<file path="src/design/vrmt_pkg.sv">
// Types and constants of the variable memory-type range table.
package vrmt_pkg;

  localparam int unsigned RangeEntriesDefault = 16;
  localparam int unsigned FrameW = 40;
  localparam int unsigned FrameShift = 12;
  localparam int unsigned AddrW = FrameW + FrameShift;
  localparam int unsigned BoundW = AddrW + 1;
  localparam int unsigned TypeW = 8;
  localparam int unsigned IndexW = 4;
  localparam logic [BoundW-1:0] PageSpanM1 = BoundW'(64'h1F_FFFF);

  typedef enum logic {
    CMD_LOAD  = 1'b0,
    CMD_QUERY = 1'b1
  } vrmt_cmd_e;

  typedef struct packed {
    logic              valid;
    logic [AddrW-1:0]  page;
    logic [BoundW-1:0] page_end;
    logic [TypeW-1:0]  result;
  } vrmt_token_t;

  typedef struct packed {
    logic [AddrW-1:0]  lo;
    logic [BoundW-1:0] hi;
    logic [TypeW-1:0]  range_type;
    logic              enable;
  } vrmt_load_t;

endpackage

</file>
<file path="src/design/vrmt_cell.sv">
// One range entry that checks a passing query token and hands it on.
module vrmt_cell import vrmt_pkg::*; (
  input  logic        clk_i,
  input  logic        rst_ni,
  input  logic        we_i,
  input  vrmt_load_t  load_i,
  input  vrmt_token_t tok_i,
  output vrmt_token_t tok_o
);

  logic              en_q;
  logic [AddrW-1:0]  lo_q;
  logic [BoundW-1:0] hi_q;
  logic [TypeW-1:0]  type_q;
  logic              valid_q;
  vrmt_token_t       tok_d;
  vrmt_token_t       tok_q;
  logic              hit;

  always_ff @(posedge clk_i or negedge rst_ni) begin
    if (!rst_ni) begin
      en_q <= 1'b0;
    end else if (we_i) begin
      en_q <= load_i.enable;
    end
  end

  always_ff @(posedge clk_i) begin
    if (we_i) begin
      lo_q   <= load_i.lo;
      hi_q   <= load_i.hi;
      type_q <= load_i.range_type;
    end
  end

  always_comb begin
    hit = en_q && (tok_i.page_end >= {1'b0, lo_q}) && ({1'b0, tok_i.page} <= hi_q);
    tok_d = tok_i;
    if (hit) begin
      tok_d.result = type_q;
    end
  end

  always_ff @(posedge clk_i or negedge rst_ni) begin
    if (!rst_ni) begin
      valid_q <= 1'b0;
    end else begin
      valid_q <= tok_i.valid;
    end
  end

  always_ff @(posedge clk_i) begin
    tok_q <= tok_d;
  end

  always_comb begin
    tok_o = tok_q;
    tok_o.valid = valid_q;
  end

endmodule

</file>
<file path="src/design/variable_range_memory_type_lookup.sv">
// Top level of the variable memory-type range table.
// A load beat writes one entry and returns nothing. A query beat walks a row of
// RANGE_ENTRIES cells, one cell per cycle, through the register of each cell. busy is
// set by a taken query and falls in the cycle after the result strobe, and no new beat
// is taken while busy is high. The strobe lasts one cycle and cannot be
// held off by the receiver.
module variable_range_memory_type_lookup import vrmt_pkg::*; #(
  parameter int unsigned RANGE_ENTRIES = RangeEntriesDefault
) (
  input  logic              clk_i,
  input  logic              rst_ni,
  input  logic              start,
  output logic              busy,
  input  logic              command_i,
  input  logic [IndexW-1:0] entry_index_i,
  input  logic [FrameW-1:0] base_frame_i,
  input  logic [FrameW-1:0] mask_frame_i,
  input  logic [TypeW-1:0]  range_type_in_i,
  input  logic              range_valid_in_i,
  input  logic [AddrW-1:0]  page_address_i,
  input  logic [TypeW-1:0]  candidate_type_i,
  output logic              result_valid_o,
  output logic [TypeW-1:0]  effective_type_o
);

  logic              accept;
  logic              load_go;
  logic              busy_d;
  logic              busy_q;
  logic [FrameW-1:0] low_bit;
  logic [FrameW-1:0] span_frames_m1;
  logic [FrameW:0]   hi_frame;
  vrmt_load_t        load;
  vrmt_token_t       tok [0:RANGE_ENTRIES];

  assign accept  = start && !busy_q;
  assign load_go = accept && (command_i == CMD_LOAD);

  always_comb begin
    low_bit        = mask_frame_i & (~mask_frame_i + FrameW'(1));
    span_frames_m1 = low_bit - FrameW'(1);
    hi_frame       = {1'b0, base_frame_i} + {1'b0, span_frames_m1};
    load.lo        = {base_frame_i, {FrameShift{1'b0}}};
    if (mask_frame_i != '0) begin
      load.hi = {hi_frame, {FrameShift{1'b1}}};
    end else begin
      load.hi = {1'b0, base_frame_i, {FrameShift{1'b0}}};
    end
    load.range_type = range_type_in_i;
    load.enable     = range_valid_in_i;
  end

  always_comb begin
    tok[0].valid    = accept && (command_i == CMD_QUERY);
    tok[0].page     = page_address_i;
    tok[0].page_end = {1'b0, page_address_i} + PageSpanM1;
    tok[0].result   = candidate_type_i;
  end

  for (genvar k = 0; k < RANGE_ENTRIES; k++) begin : g_cell
    vrmt_cell u_cell (
      .clk_i  (clk_i),
      .rst_ni (rst_ni),
      .we_i   (load_go && (int'(entry_index_i) == k)),
      .load_i (load),
      .tok_i  (tok[k]),
      .tok_o  (tok[k+1])
    );
  end

  always_comb begin
    busy_d = busy_q;
    if (tok[0].valid) begin
      busy_d = 1'b1;
    end else if (tok[RANGE_ENTRIES].valid) begin
      busy_d = 1'b0;
    end
  end

  always_ff @(posedge clk_i or negedge rst_ni) begin
    if (!rst_ni) begin
      busy_q <= 1'b0;
    end else begin
      busy_q <= busy_d;
    end
  end

  assign busy             = busy_q;
  assign result_valid_o   = tok[RANGE_ENTRIES].valid;
  assign effective_type_o = tok[RANGE_ENTRIES].result;

endmodule

</file>
<file path="config.mk">
export PLATFORM = sky130hd
export DESIGN_NAME = variable_range_memory_type_lookup
export DESIGN_NICKNAME = d
export VERILOG_FILES = /design/src/design/vrmt_pkg.sv /design/src/design/vrmt_cell.sv /design/src/design/variable_range_memory_type_lookup.sv
export SDC_FILE = /design/constraint.sdc
export NUM_CORES = 2
export LEC_CHECK = 0
export CAP_MARGIN = 30
export CELL_PAD_IN_SITES_DETAIL_PLACEMENT = 1
export CELL_PAD_IN_SITES_GLOBAL_PLACEMENT = 1
export CORE_UTILIZATION = 50
export CTS_CLUSTER_SIZE = 16
export DETAILED_ROUTE_END_ITERATION = 7
export DONT_BUFFER_PORTS = 1
export HOLD_SLACK_MARGIN = 0.1
export PLACE_DENSITY_LB_ADDON = 0.1
export SLEW_MARGIN = 30
export SYNTH_ARGS = -nofsm -noshare
export SYNTH_HDL_FRONTEND = slang
export SYNTH_SLANG_ARGS = --single-unit
</file>
<file path="constraint.sdc">
create_clock -name clk_i -period 25.3 [get_ports clk_i]
set_input_delay 5.06 -clock clk_i [delete_from_list [all_inputs] [get_ports clk_i]]
set_output_delay 5.06 -clock clk_i [all_outputs]
set_load 0.005 [all_outputs]
</file>
==> run_results.csv <==
group,metric,value,unit
floorplanning,rows,180,
route,dr.pass1.iters,7,
worst_setup_path,r2r_cells,11,
route,detail-route-antenna-nets,0,
worst_setup_path,reg2reg_from,"g_cell[4].u_cell.hi_q[51]$_DFFE_PP_",
floorplanning,core-area,0.241,mm^2
floorplanning,io_pins,167,
global_route,antenna_found_initial,12,
final_layout,area_delta_synth_final,13.4,%
floorplanning,fp.dieArea,0.244,mm^2
synth,synthTopCellsByArea,"edfxtp_1, dfxtp_1, ha_1",
synth,synth_area,0.121,mm^2
flow_run,maxCapViolations,0,
synth,syn_nets,10700,
worst_setup_path,crit_slowest_cell,"nand3_1",
timing,fin_skew,0.0509,ns
placement,placed_area,0.126,mm^2
synth,synthArstFlopShare,1.04,%
worst_setup_path,max_stage_delay,0.68,ns
timing,fin_crit_sh,40.0,%
power_and_ir_drop,fin_total_pwr,0.0112,W
synth,ys_warn_count,0,
timing,report.final.slew_viol_count,0,
synth,synth_top_area_cell,"edfxtp_1",
floorplanning,die_width,494,um
final_layout,final_common_cell,"dfxtp_1",
timing,finalHoldViolCount,0,
synth,synthFlopType,"dfxtp_1",
clocking,root_buffer,"clkbuf_16",
placement,gp_congestion,0.901,
synth,ys_seq_elements,3176,
clocking,clk_pin_slew_worst_paths,0.06,ns
clocking,cts_max_path_buffers,4,
timing,finalSetupViolCount,0,
worst_setup_path,r2r_slack,20.97,ns
global_route,overflow,0,
outcome,outcome,"finished, final reports clean",
hold_path,hp-start,"g_cell[10].u_cell.tok_o[30]$_DFF_P_",
clocking,clkSinkCount,3176,
clocking,cts_inserted_buffers,338,
placement,place.port_buffers,0,
clocking,ctsHoldBuffers,0,
route,vias_per_cell,5.45,
route,remaining_drc_errors,0,
power_and_ir_drop,powerDensity,81.6,mW/mm^2
hold_path,worstHoldPathType,"flip-flop to flip-flop",
worst_setup_path,start_kind,"input pin",
final_layout,finish.instance_area,0.137,mm^2
synth,ys_types,84,
power_and_ir_drop,vdd_drop_max,0.0000479,V
final_layout,nets,11100,
final_layout,multiInputGateArea,0.0382,mm^2
floorplanning,initial_core_util,50.3,%
final_layout,fillers,23100,
power_and_ir_drop,power.leakage,60.2,nW
timing,rsz0062_at_grt,"no",
synth,synth_edf_count,1440,
timing,worst-slew-pin-transition,1.08,ns
global_route,grt_pass1_wl,473000,um
worst_setup_path,worstPathCellList,"or4_1, nor4_2, nand2b_1, or2_2, nor2_1, o31a_1, a21boi_0, ha_1, nor2_1, nor2_1, o41ai_1, o211ai_1, a31oi_1, nor3_1, o31ai_1, mux2i_1, nand3_1",
synth,synth_top_area_share,35.7,%
timing,relSlewSlack,26.9,%
timing,min_period,10.13,ns
hold_path,min_path_cells,0,
worst_setup_path,required,25.67,ns
route,wl_per_cell,24.6,um
synth,seq_area_frac_synth,64.5,%
clocking,cts_tree,"yes",
worst_setup_path,setup.worst_path.start,"mask_frame_i[0]",
worst_setup_path,cp_common_cell,"nor2_1",
route,vias,70400,
clocking,clk_latency,0.94,ns
clocking,post_cts_resized,0,
placement,hpwl,239000,um
worst_setup_path,arrival,10.50,ns
clocking,h-tree-depth,5,
global_route,grt_start_max_net_pins,66,
global_route,track_usage,26.1,%
final_layout,layout-drive-gt1-share,8.37,%
final_layout,layout_common_cells,"dfxtp_1, ha_1, edfxtp_1, inv_1, a21o_1",
synth,syn_inst,9051,
worst_setup_path,critPathKind,"input pin to flip-flop",
synth,synth.avg_cell_area,13.4,um^2
route,drt-initial-drc-count,4205,
worst_setup_path,worstSetupEndpointType,"flip-flop",
timing,max_freq,98.8,MHz
route,routed_wl,318000,um
floorplanning,die_y,494,um
final_layout,register_area,0.0782,mm^2
clocking,cts_setup_buffers,0,
global_route,grt_pass1_vias,76100,
timing,setup_tns,0,ns
worst_setup_path,worst-path-max-fanout,16,
==> per-layer routing <==
layer,global-route usage [%],part of all wire [%]
met1,35.0,46
met4,10.1,3.9
met2,42.6,46
met3,3.85,4.4
met5,0,0.0028
==> final cells by class <==
| class | count | area share, % |
|---|---|---|
| flip-flops and latches | 3176 | 56.9 |
| multi-input cells | 4487 | 27.8 |
| clock buffers | 475 | 7.05 |
| inverters | 1364 | 3.73 |
| well taps | 3185 | 2.90 |
| clock inverters | 131 | 1.12 |
| repair buffers | 67 | 0.442 |
| diodes | 13 | 0.0237 |
==> kinds of logic after synthesis <==
logic type               synth area share (%)
AO/OA/AOI/OAI                            7.68
XOR/XNOR                                0.571
adder cells (fa/ha/maj)                  15.7
buffers and inverters                    4.33
flip-flops                               64.5
multiplexers                             1.31
AND/OR/NAND/NOR                          5.87
==> metrics by stage <==
stage	instances	util (%)	setup slack, ns	hold WS (ns)
floorplan	9051	-	12.57	0.322
global placement	12300	52.2	14.30	0.337
detailed placement	12300	52.3	14.23	0.336
CTS	12900	57.0	15.22	0.319
global route	12900	57.0	14.73	0.315
finish	12900	57.1	15.17	0.318
==> cells in the mapped netlist, drive strengths merged, types with 13 or more instances <==
| master | instances |
|---|---|
| xnor2 | 47 |
| nor4 | 72 |
| a221oi | 14 |
| edfxtp | 1440 |
| ha | 1519 |
| xor2 | 32 |
| nor3 | 96 |
| nand2b | 35 |
| nor4b | 18 |
| a21o | 417 |
| mux2 | 139 |
| o211ai | 38 |
| nand2 | 195 |
| and4 | 22 |
| dfrtp | 33 |
| a2111oi | 24 |
| a221o | 13 |
| clkbuf | 20 |
| nor2 | 254 |
| or4 | 18 |
| nand3 | 87 |
| or2 | 15 |
| o21ai | 256 |
| a211oi | 56 |
| a21oi | 433 |
| dfxtp | 1703 |
| nand4 | 298 |
| and3 | 18 |
| a211o | 14 |
| or3 | 17 |
| a31oi | 16 |
| nor2b | 86 |
| o31ai | 25 |
| inv | 1363 |
| nand4b | 27 |
| o21a | 43 |
==> where the power goes <==
part           internal, W  leakage, nW  switching [W]
Clock              0.00299         5.51        0.00198
Sequential         0.00560         27.8       0.000147
Combinational     0.000220         26.9       0.000281
==> flip-flops by register name, summed over array words and instances, names as in the netlist <==
name	cells
g_cell.u_cell.valid_q	16
g_cell.u_cell.type_q	128
g_cell.u_cell.lo_q	640
g_cell.u_cell.hi_q	672
g_cell.u_cell.en_q	16
g_cell.u_cell.tok_o	1703
busy	1
==> critical path, delay by kind of cell <==
family	cells	cell delay, ns
muxes	1	0.24
adders and majority gates	1	0.42
and+or+nand+nor	9	2.66
AOI/OAI and AO/OA	6	2.08
==> worst paths after layout <==
kind | endpoint
min reg2reg | g_cell[11].u_cell.tok_o[30]$_DFF_P_
max | g_cell[6].u_cell.hi_q[51]$_DFFE_PP_
min in group asynchronous | g_cell[14].u_cell.valid_q$_DFF_PN0_
min | g_cell[11].u_cell.tok_o[30]$_DFF_P_
max in group asynchronous | g_cell[15].u_cell.en_q$_DFFE_PN0P_
max reg2reg | g_cell[4].u_cell.tok_o[7]$_DFF_P_
No activity file was read; power rests on OpenSTA's default activity.
